### config.mk
export PLATFORM = sky130hd
export DESIGN_NAME = number_to_english_words
export DESIGN_NICKNAME = d
export VERILOG_FILES = /design/src/nte_pkg.sv /design/src/nte_dabble.sv /design/src/number_to_english_words.sv
export SDC_FILE = /design/constraint.sdc
export NUM_CORES = 1
export LEC_CHECK = 0
export BUFFER_PORTS_ARGS = -buffer_cell sky130_fd_sc_hd__buf_2
export CORE_MARGIN = 1
export CORE_UTILIZATION = 50
export CTS_CLUSTER_SIZE = 16
export DETAILED_ROUTE_END_ITERATION = 10
export GPL_ROUTABILITY_DRIVEN = 0
export PLACE_DENSITY = 0.67
export SLEW_MARGIN = 30
export SYNTH_ARGS = -nofsm -noshare
export SYNTH_HDL_FRONTEND = slang
export SYNTH_SLANG_ARGS = --single-unit
### constraint.sdc
create_clock -name clock -period 8.5 [get_ports clock]
set_input_delay 0.425 -clock clock [delete_from_list [all_inputs] [get_ports clock]]
set_output_delay 0.425 -clock clock [all_outputs]
set_load 0.02 [all_outputs]
### src/nte_pkg.sv
package nte_pkg;

   localparam int VALUE_W   = 50;
   localparam int WORD_W    = 6;
   localparam int NUM_DIGITS = 15;
   localparam int BCD_W     = 4 * NUM_DIGITS;
   localparam int GROUP_W   = 12;
   localparam int NUM_GROUPS = NUM_DIGITS / 3;
   localparam int CNT_W     = $clog2(VALUE_W + 1);
   localparam int GIDX_W    = $clog2(NUM_GROUPS);
   localparam int NUM_SLOTS = 5;
   localparam int SLOT_W    = $clog2(NUM_SLOTS + 1);

   localparam logic [VALUE_W-1:0] VALUE_MAX = 50'd999999999999999;

   localparam logic [WORD_W-1:0] WORD_TEN      = 6'd9;
   localparam logic [WORD_W-1:0] WORD_TWENTY   = 6'd19;
   localparam logic [WORD_W-1:0] WORD_HUNDRED  = 6'd27;
   localparam logic [WORD_W-1:0] WORD_TRILLION = 6'd31;
   localparam logic [WORD_W-1:0] WORD_NONE     = 6'd32;

   // token positions within one three-digit group
   localparam int SLOT_DIGIT   = 0;
   localparam int SLOT_HUNDRED = 1;
   localparam int SLOT_SMALL   = 2;
   localparam int SLOT_UNIT    = 3;
   localparam int SLOT_SCALE   = 4;

   typedef enum logic [1:0] {
      ST_IDLE,
      ST_CONV,
      ST_EMIT,
      ST_ZERO
   } state_type;

endpackage

### src/nte_dabble.sv
module nte_dabble
   import nte_pkg::*;
(
   input  logic               clock,
   input  logic               reset,
   input  logic               start,
   input  logic [VALUE_W-1:0] value,
   output logic               done,
   output logic [BCD_W-1:0]   bcd
);

   logic [CNT_W-1:0]   cnt_ff, cnt_in;
   logic [VALUE_W-1:0] bin_ff, bin_in;
   logic [BCD_W-1:0]   bcd_ff, bcd_in;
   logic               done_ff, done_in;
   logic [BCD_W-1:0]   adj;

   // add three to every digit of five or more before the shift
   always_comb begin
      for (int i = 0; i < NUM_DIGITS; i++) begin
         if (bcd_ff[4*i +: 4] >= 4'd5) begin
            adj[4*i +: 4] = bcd_ff[4*i +: 4] + 4'd3;
         end else begin
            adj[4*i +: 4] = bcd_ff[4*i +: 4];
         end
      end
   end

   always_comb begin
      cnt_in  = cnt_ff;
      bin_in  = bin_ff;
      bcd_in  = bcd_ff;
      done_in = 1'b0;
      if (start) begin
         cnt_in = CNT_W'(VALUE_W);
         bin_in = (value > VALUE_MAX) ? VALUE_MAX : value;
         bcd_in = '0;
      end else if (cnt_ff != '0) begin
         cnt_in  = cnt_ff - 1'b1;
         bin_in  = {bin_ff[VALUE_W-2:0], 1'b0};
         bcd_in  = {adj[BCD_W-2:0], bin_ff[VALUE_W-1]};
         done_in = (cnt_ff == CNT_W'(1));
      end
   end

   always_ff @(posedge clock) begin
      if (reset) begin
         cnt_ff  <= '0;
         done_ff <= 1'b0;
      end else begin
         cnt_ff  <= cnt_in;
         done_ff <= done_in;
      end
      bin_ff <= bin_in;
      bcd_ff <= bcd_in;
   end

   assign done = done_ff;
   assign bcd  = bcd_ff;

endmodule

### src/number_to_english_words.sv
// Spells an unsigned number as a run of English short-scale word tokens.
// Input channel: req_valid / req_stall with req_value (50 bits); values above
// 999999999999999 are clamped to that value. Result channel: rsp_valid /
// rsp_stall with rsp_word and rsp_last, one word token per transaction,
// rsp_last high on the final token of a number. Zero gives the single token
// "none" with rsp_last set.
// One number is handled at a time: req_stall stays high from acceptance until
// the final token has been placed in the output register.
// A nonzero number passes through a bit-serial binary to BCD converter
// (one input bit per cycle), then its digits are loaded into the group
// register and the token sequencer emits its tokens, shifting on to the next
// three-digit group whenever the current group has no token left. Once the
// last token is registered, the next number can be accepted in the cycle after.
// The next number can be accepted while the last token still waits in the
// output register.
// When the receiver stalls, the output register holds its token and the
// token sequencer waits; nothing is dropped.
// Reset returns the block to idle with the output register empty.
module number_to_english_words
   import nte_pkg::*;
(
   input  logic               clock,
   input  logic               reset,
   input  logic               req_valid,
   output logic               req_stall,
   input  logic [VALUE_W-1:0] req_value,
   output logic               rsp_valid,
   input  logic               rsp_stall,
   output logic [WORD_W-1:0]  rsp_word,
   output logic               rsp_last
);

   state_type state_ff, state_in;

   logic [BCD_W-1:0]  grp_ff, grp_in;
   logic [GIDX_W-1:0] gidx_ff, gidx_in;
   logic [SLOT_W-1:0] slot_ff, slot_in;
   logic              rsp_valid_ff, rsp_valid_in;
   logic [WORD_W-1:0] rsp_word_ff, rsp_word_in;
   logic              rsp_last_ff, rsp_last_in;

   logic                  accept;
   logic                  is_zero;
   logic                  conv_done;
   logic [BCD_W-1:0]      conv_bcd;
   logic                  out_free;
   logic [3:0]            dig_h, dig_t, dig_u;
   logic [NUM_SLOTS-1:0]  slot_ok;
   logic [WORD_W-1:0]     slot_word [NUM_SLOTS];
   logic                  found;
   logic [SLOT_W-1:0]     pick;
   logic                  later;
   logic                  tok_last;
   logic                  emit_go;

   assign accept   = req_valid && !req_stall;
   assign is_zero  = (req_value == '0);
   assign out_free = !rsp_valid_ff || !rsp_stall;

   nte_dabble u_dabble (
      .clock (clock),
      .reset (reset),
      .start (accept && !is_zero),
      .value (req_value),
      .done  (conv_done),
      .bcd   (conv_bcd)
   );

   // digits of the group at the top of the shift register
   assign dig_h = grp_ff[BCD_W-1 -: 4];
   assign dig_t = grp_ff[BCD_W-5 -: 4];
   assign dig_u = grp_ff[BCD_W-9 -: 4];

   always_comb begin
      slot_ok[SLOT_DIGIT]   = (dig_h != 4'd0);
      slot_ok[SLOT_HUNDRED] = (dig_h != 4'd0);
      slot_ok[SLOT_SMALL]   = (dig_t != 4'd0) || (dig_u != 4'd0);
      slot_ok[SLOT_UNIT]    = (dig_t >= 4'd2) && (dig_u != 4'd0);
      slot_ok[SLOT_SCALE]   = (grp_ff[BCD_W-1 -: GROUP_W] != '0) &&
                              (gidx_ff != GIDX_W'(NUM_GROUPS - 1));

      slot_word[SLOT_DIGIT]   = {2'b00, dig_h} - 6'd1;
      slot_word[SLOT_HUNDRED] = WORD_HUNDRED;
      if (dig_t == 4'd0) begin
         slot_word[SLOT_SMALL] = {2'b00, dig_u} - 6'd1;
      end else if (dig_t == 4'd1) begin
         slot_word[SLOT_SMALL] = WORD_TEN + {2'b00, dig_u};
      end else begin
         slot_word[SLOT_SMALL] = WORD_TWENTY + {2'b00, dig_t} - 6'd2;
      end
      slot_word[SLOT_UNIT]  = {2'b00, dig_u} - 6'd1;
      slot_word[SLOT_SCALE] = WORD_TRILLION - {{(WORD_W-GIDX_W){1'b0}}, gidx_ff};
   end

   // first pending slot at or after the current position
   always_comb begin
      found = 1'b0;
      pick  = '0;
      for (int i = NUM_SLOTS - 1; i >= 0; i--) begin
         if (slot_ok[i] && (i >= int'(slot_ff))) begin
            found = 1'b1;
            pick  = SLOT_W'(i);
         end
      end
      later = 1'b0;
      for (int i = 0; i < NUM_SLOTS; i++) begin
         if (slot_ok[i] && (i > int'(pick))) begin
            later = 1'b1;
         end
      end
   end

   assign tok_last = !later && (grp_ff[BCD_W-GROUP_W-1:0] == '0);
   assign emit_go  = (state_ff == ST_EMIT) && found && out_free;

   // next state
   always_comb begin
      state_in = state_ff;
      case (state_ff)
         ST_IDLE: begin
            if (req_valid) begin
               state_in = is_zero ? ST_ZERO : ST_CONV;
            end
         end
         ST_CONV: begin
            if (conv_done) begin
               state_in = ST_EMIT;
            end
         end
         ST_EMIT: begin
            if (emit_go && tok_last) begin
               state_in = ST_IDLE;
            end
         end
         ST_ZERO: begin
            if (out_free) begin
               state_in = ST_IDLE;
            end
         end
         default: begin
            state_in = ST_IDLE;
         end
      endcase
   end

   // datapath and outputs
   always_comb begin
      grp_in       = grp_ff;
      gidx_in      = gidx_ff;
      slot_in      = slot_ff;
      rsp_valid_in = rsp_valid_ff && rsp_stall;
      rsp_word_in  = rsp_word_ff;
      rsp_last_in  = rsp_last_ff;
      case (state_ff)
         ST_IDLE: begin
            req_stall = 1'b0;
         end
         ST_CONV: begin
            req_stall = 1'b1;
            if (conv_done) begin
               grp_in  = conv_bcd;
               gidx_in = '0;
               slot_in = '0;
            end
         end
         ST_EMIT: begin
            req_stall = 1'b1;
            if (!found) begin
               grp_in  = {grp_ff[BCD_W-GROUP_W-1:0], {GROUP_W{1'b0}}};
               gidx_in = gidx_ff + 1'b1;
               slot_in = '0;
            end else if (out_free) begin
               slot_in      = pick + 1'b1;
               rsp_valid_in = 1'b1;
               rsp_word_in  = slot_word[pick];
               rsp_last_in  = tok_last;
            end
         end
         ST_ZERO: begin
            req_stall = 1'b1;
            if (out_free) begin
               rsp_valid_in = 1'b1;
               rsp_word_in  = WORD_NONE;
               rsp_last_in  = 1'b1;
            end
         end
         default: begin
            req_stall = 1'b1;
         end
      endcase
   end

   always_ff @(posedge clock) begin
      if (reset) begin
         state_ff     <= ST_IDLE;
         rsp_valid_ff <= 1'b0;
      end else begin
         state_ff     <= state_in;
         rsp_valid_ff <= rsp_valid_in;
      end
      grp_ff      <= grp_in;
      gidx_ff     <= gidx_in;
      slot_ff     <= slot_in;
      rsp_word_ff <= rsp_word_in;
      rsp_last_ff <= rsp_last_in;
   end

   assign rsp_valid = rsp_valid_ff;
   assign rsp_word  = rsp_word_ff;
   assign rsp_last  = rsp_last_ff;

`ifndef SYNTH
   a_done_in_conv: assert property (@(posedge clock) disable iff (reset)
      conv_done |-> (state_ff == ST_CONV))
      else $error("converter finished outside conversion");

   a_accept_starts: assert property (@(posedge clock) disable iff (reset)
      accept |=> (state_ff == ST_CONV) || (state_ff == ST_ZERO))
      else $error("accepted transaction did not start work");

   a_group_range: assert property (@(posedge clock) disable iff (reset)
      (state_ff == ST_EMIT) |-> (gidx_ff < GIDX_W'(NUM_GROUPS)))
      else $error("group index ran past the units group");

   a_none_is_last: assert property (@(posedge clock) disable iff (reset)
      (rsp_valid_ff && (rsp_word_ff == WORD_NONE)) |-> rsp_last_ff)
      else $error("none token without last flag");

   a_emit_needs_room: assert property (@(posedge clock) disable iff (reset)
      (rsp_valid_ff && rsp_stall) |=> $stable(rsp_word_ff) && $stable(rsp_last_ff))
      else $error("stalled token overwritten");
`endif

endmodule

# After elaboration in Yosys (flattened, before gate mapping)
# Cells that the tools add are included.
[word_totals]
in_bits = 54
output_inout_bits = 9
regBits = 193
[classes]
n_eq_ne = 14
bitwise = 2
n_reduce_logical = 44
addsub = 24
magnitude_cmp = 27
muxes = 66
[op_table]
columns = ["op", "n"]
rows = [
  ["2-to-1 mux 50 bit", 3],
  ["2-to-1 mux 60 bit", 2],
  ["case mux 60 bit (2 select lines)", 1],
  [">= comparator 4 x 3 -> 1 bit, second input constant", 15],
  ["adder 4 x 2 -> 4 bit, second input constant", 14],
  ["2-to-1 mux 4 bit", 14],
  ["2-to-1 mux 6 bit", 9],
  ["> comparator 50 bit, second input constant", 1],
  ["zero test 50 bit", 1],
  ["zero test 48 bit", 1],
  ["2-to-1 mux 3 bit", 10],
  ["binary-select mux 6 bit (select 3 bit)", 1],
  ["logical AND 1 bit", 18],
  ["2-to-1 mux 1 bit", 14],
  ["case mux 3 bit (2 select lines)", 2],
  ["case mux 6 bit (2 select lines)", 1],
  ["nonzero test 12 bit", 1],
  ["nonzero test 4 bit", 3],
  ["2-to-1 mux 2 bit", 5],
  ["inequality test 2 bit, second input constant", 5],
  ["subtractor 4 x 1 -> 5 bit, second input constant", 2],
  ["case mux 2 bit (4 select lines)", 1],
  ["AND reduction 4 bit", 2],
  ["adder 3 x 1 -> 3 bit, second input constant", 2],
  ["32 further kinds", 49],
]

# Logic depth before layout (Yosys ltp)
[logic_depth]
ltp_word = 19
ltp_mapped = 10
depth_no_buf = 10

# Modules after synthesis
# Synthesis repeated with hierarchy kept, for this count alone.
[unflattened]
cells_unflattened = 1039
area_unflattened_um2 = 10122.2
[by_module_without_submodules]
columns = ["mod", "area_per_inst_um2", "cells_per_inst", "n_inst"]
rows = [
  ["nte_dabble", 5845.6, 600, 1],
  ["number_to_english_words", 4276.6, 439, 1],
]

# Least setup slack after synthesis
# No wires, ideal clock.
[synth_path]
path_type = "register -> register"
startpoint = "reg grp_ff[53]"
endpoint = "reg gidx_ff[0] (enable)"
setup_ns = 0.571
setup_slack_ns = 2.053
n_path_buf = 0
required_ns = 7.929
arrival_ns = 5.876
path_stages_with_launch = 7
cell_sequence = "edfxtp_1 -> ha_1 -> nor4_4 -> nor2_1 -> nor2_1 -> o22ai_1 -> o21ai_0"
[synth_between]
elab_chain_len = 10
[synth_rtl]
columns = ["item", "line_no", "rtl"]
rows = [
  ["from (decl)", "number_to_english_words.sv:35", "logic [BCD_W-1:0] grp_ff, grp_in;"],
  ["from (signal assigned)", "number_to_english_words.sv:201", "grp_ff <= grp_in;"],
  ["branches (longest 5 deep; another with >= comparator 4 x 2 -> 1 bit)", "-", ""],
  ["2-to-1 mux 1 bit * (3 in series)", "number_to_english_words.sv:100", "if (slot_ok[i] && (i >= int'(slot_ff))) begin"],
  ["inequality test 2 bit (no source line) *", "-", ""],
  ["AND reduction 3 bit (no source line) *", "-", ""],
  ["to (signal assigned)", "number_to_english_words.sv:202", "gidx_ff <= gidx_in;"],
  ["to (decl)", "number_to_english_words.sv:36", "logic [GIDX_W-1:0] gidx_ff, gidx_in;"],
]
# Every way passes the cells marked *.
# A chain may end at the register's enable or synchronous reset.

# Worst setup path after layout
[layout_path]
startpoint = "reg state_ff[0]"
endpoint = "reg u_dabble.bin_ff[30], data pin"
[layout_between]
elab_chain_len = 7
[layout_rtl]
columns = ["item", "line_no", "rtl"]
rows = [
  ["from (decl)", "number_to_english_words.sv:33", "state_type state_ff, state_in;"],
  ["from (signal assigned)", "number_to_english_words.sv:198", "state_ff <= state_in;"],
  ["equality test 2 bit / equality test 2 x 1 -> 1 bit (equally long branches)", "number_to_english_words.sv:154", "case (state_ff)"],
  ["OR reduction 3 bit (no source line)", "-", ""],
  ["case mux 1 bit (2 select lines) *", "number_to_english_words.sv:154", ""],
  ["zero test 1 bit *", "number_to_english_words.sv:56", "assign accept = req_valid && !req_stall;"],
  ["logical AND 1 bit *", "number_to_english_words.sv:56", ""],
  ["logical AND 1 bit *", "number_to_english_words.sv:63", ".start (accept && !is_zero),"],
  ["2-to-1 mux 50 bit *", "nte_dabble.sv:34", "if (start) begin"],
  ["net u_dabble.bin_in[30]", "nte_dabble.sv:13", "logic [VALUE_W-1:0] bin_ff, bin_in;"],
  ["to (signal assigned)", "nte_dabble.sv:54", "bin_ff <= bin_in;"],
  ["to (decl)", "nte_dabble.sv:13", ""],
]
# The timed path passes the listed nets; every way through them passes the cells marked *.

==> results.cfg <==
[run_status]
run_status = completed

[timing]
drv_slew = 0
hold_viol = 0
finClkSkew_ns = 0.0136
grt_setup_unrepaired = false
min_period_ns = 3.13
period_share = 0.368
worst_pin_slew_ns = 0.820
slew-limit-headroom = 0.453
max_freq_mhz = 320
setup_viol = 0
fin_setup_tns_ns = 0
worst_slack_ns = 5.37

[power_and_ir_drop]
p_int_mw = 2.25
p_sw_mw = 1.10
power_frac_comb = 0.291
p_clk_frac = 0.271
ir_worst_vdd_uv = 190
power.share.sequential = 0.438
p_leak_nw = 4.63
p_per_area_mw_per_mm2 = 279
swShare = 0.329

[setup_path]
worstRegToRegCells = 6
path_max_fanout = 94
startpoint_type = register
rr_startpoint = state_ff[0]$_SDFFE_PP0P_
cp_data_required_time_ns = 8.69
cp-end-kind = register
r2r_end = u_dabble.bin_ff[30]$_DFFE_PP_
reg2reg_slack_ns = 5.37
worstPathArrival_ns = 3.31
worstSetupPathType = register to register

[min_path]
min_to = state_ff[0]$_SDFFE_PP0P_
hold_depth = 2
hold_start = reset
hold_class = input pin to register

[routing]
drtPass1Iterations = 5
drc = 0
vias = 8505
wirelength_mm = 23.8
routed_via_density = 5.67
drt_iter0_drc = 614
drtAntennaViolNets = 0
wire_per_inst_um = 15.8

[clock_tree]
clock_sinks = 193
cts_hold_buf = 0
numCtsBuffers = 17
clock_path_buffers = 2
post_cts_buffers = 0
post_cts_resized = 0
root_buffer = clkbuf_16
clkSlewWorstSetupHoldPaths_ns = 0.07
cts_tree = yes
worstSkewPairLatency_ns = 0.44
htreeDepth = 4

[die]
die-width_um = 150
ioPinCount = 63
start_util = 0.514
die_area_mm2 = 0.0224
rows = 53
core_mm2 = 0.0212
die_h_um = 150

[global_route]
overflow = 0
antenna_found_initial = 0
grt_util_met3 = 0.0335
grt_pass1_wl_mm = 39.2
grt_max_degree = 95
grt_pass1_vias = 7898
use_met1 = 0.299
grtUsageTotal = 0.220
busiest_layer = met2
use_met2 = 0.360

[placement]
dp_slack_ns = 5.19
place.port_buffers = 62
place_inst = 1468
hpwl_mm = 15.5

[logic_synthesis]
syn_nets = 1286
synthCells = 1186
async_flop_share = 0
avgSynthCellArea_um2 = 9.20
syn-cell-area_mm2 = 0.0109
ys_warn_count = 0
synth_seq_cells = 193
seq_area_frac_synth = 0.467
synth_ff_type = edfxtp_1
synth_edf_count = 123
synth_cell_type_count = 72

[layout]
nets = 1312
diodes = 0
drive_above_1_share = 0.113
final_cells = 1500
syn2layout_area_growth_pct = 9.84
final_common_cell = nand2_1
final_cell_mix = 199 x nand2_1, 123 x edfxtp_1, 96 x a21oi_1

[job]
cap_violations = 0
[synthesized netlist by cell type (all sizes together), types with 16 or more instances]
| cell | instances | area [um^2] |
|---|---|---|
| nand2 | 202 | 761 |
| ha | 46 | 576 |
| nand3 | 30 | 150 |
| nor2 | 87 | 337 |
| edfxtp | 123 | 3690 |
| xnor2 | 21 | 184 |
| nor3b | 16 | 136 |
| inv | 61 | 229 |
| a31oi | 30 | 188 |
| clkbuf | 40 | 154 |
| nor4 | 28 | 209 |
| buf | 26 | 206 |
| a21oi | 103 | 542 |
| nand2b | 48 | 300 |
| nor3 | 17 | 90.1 |
| mux2i | 43 | 430 |
| dfxtp | 70 | 1400 |
| o21ai | 87 | 439 |
[flip-flops by register name (all words and copies together), names as in the netlist]
name and flops:
grp_ff 60, u_dabble.bcd 60, u_dabble.bin_ff 50, rsp_word 6, u_dabble.cnt_ff 6, gidx_ff 3, slot_ff 3, state_ff 2
rsp_last 1, rsp_valid 1, u_dabble.done 1
[critical path: stages, from the launching register on]
cell      delay, ns
dfxtp_1        0.40
nand2b_1       0.30
a41oi_2        0.29
nor2b_4        0.70
buf_6          0.70
mux2i_1        0.20
a41o_1         0.26
[power by group through the flow]
stage	Sequential [mW]	Combinational (mW)	Clock, mW
after global routing	1.50	1.11	0.963
after global placement	1.48	0.948	0
final	1.47	0.973	0.909
after detailed placement	1.48	0.969	0
after floorplan	1.44	0.778	0
after CTS	1.47	0.978	0.924
[per-stage QoR]
| step | total power, mW | cell area, um^2 | hold slack, ns | util |
|---|---|---|---|---|
| floorplan | 2.22 | 10900 | 0.445 | - |
| global placement | 2.43 | 11300 | 0.456 | 0.533 |
| detailed placement | 2.45 | 11300 | 0.463 | 0.534 |
| CTS | 3.37 | 12000 | 0.289 | 0.565 |
| global route | 3.57 | 12000 | 0.304 | 0.565 |
| finish | 3.35 | 12000 | 0.294 | 0.565 |
[layout make-up]
type / count / area (um^2)
clock buffers: 21 / 450
clock inverters: 11 / 209
fillers: 1896 / 9240
inverters: 61 / 229
multi-input cells: 866 / 5260
flip-flops and latches: 193 / 5090
well taps: 275 / 344
repair buffers: 73 / 397
[logic make-up (layout without fill, tap and decap cells)]
kind of cell,count (synthesis),in the layout,share of synthesized area
mux,47,47,0.0439
xor+xnor,28,28,0.0225
compound gates,273,273,0.151
simple gates,472,472,0.209
buf+inv,127,166,0.0540
flops,193,193,0.467
fa+ha+maj,46,46,0.0528
[worst max-delay path by stage]
stage,startpoint,end,cells past startpoint
floorplan,grp_ff[53]$_DFFE_PP_,gidx_ff[0]$_SDFFCE_PN0P_,6
global placement,req_value[45],u_dabble.bin_ff[41]$_DFFE_PP_,9
detailed placement,req_value[45],u_dabble.bin_ff[30]$_DFFE_PP_,9
CTS,state_ff[0]$_SDFFE_PP0P_,u_dabble.bin_ff[30]$_DFFE_PP_,6
global route,state_ff[0]$_SDFFE_PP0P_,u_dabble.bin_ff[30]$_DFFE_PP_,6
finish,state_ff[0]$_SDFFE_PP0P_,u_dabble.bin_ff[30]$_DFFE_PP_,6
[per-layer routing]
metal | wire [um] | share of wire | vias to the layer above
met3 | 1040 | 0.044 | 27
met1 | 11100 | 0.47 | 4014
li1 | - | - | 4249
met4 | 345 | 0.015 | 0
met2 | 11300 | 0.47 | 215
met5 | 0 | 0 | -
Power figures use the tool's default switching activity.
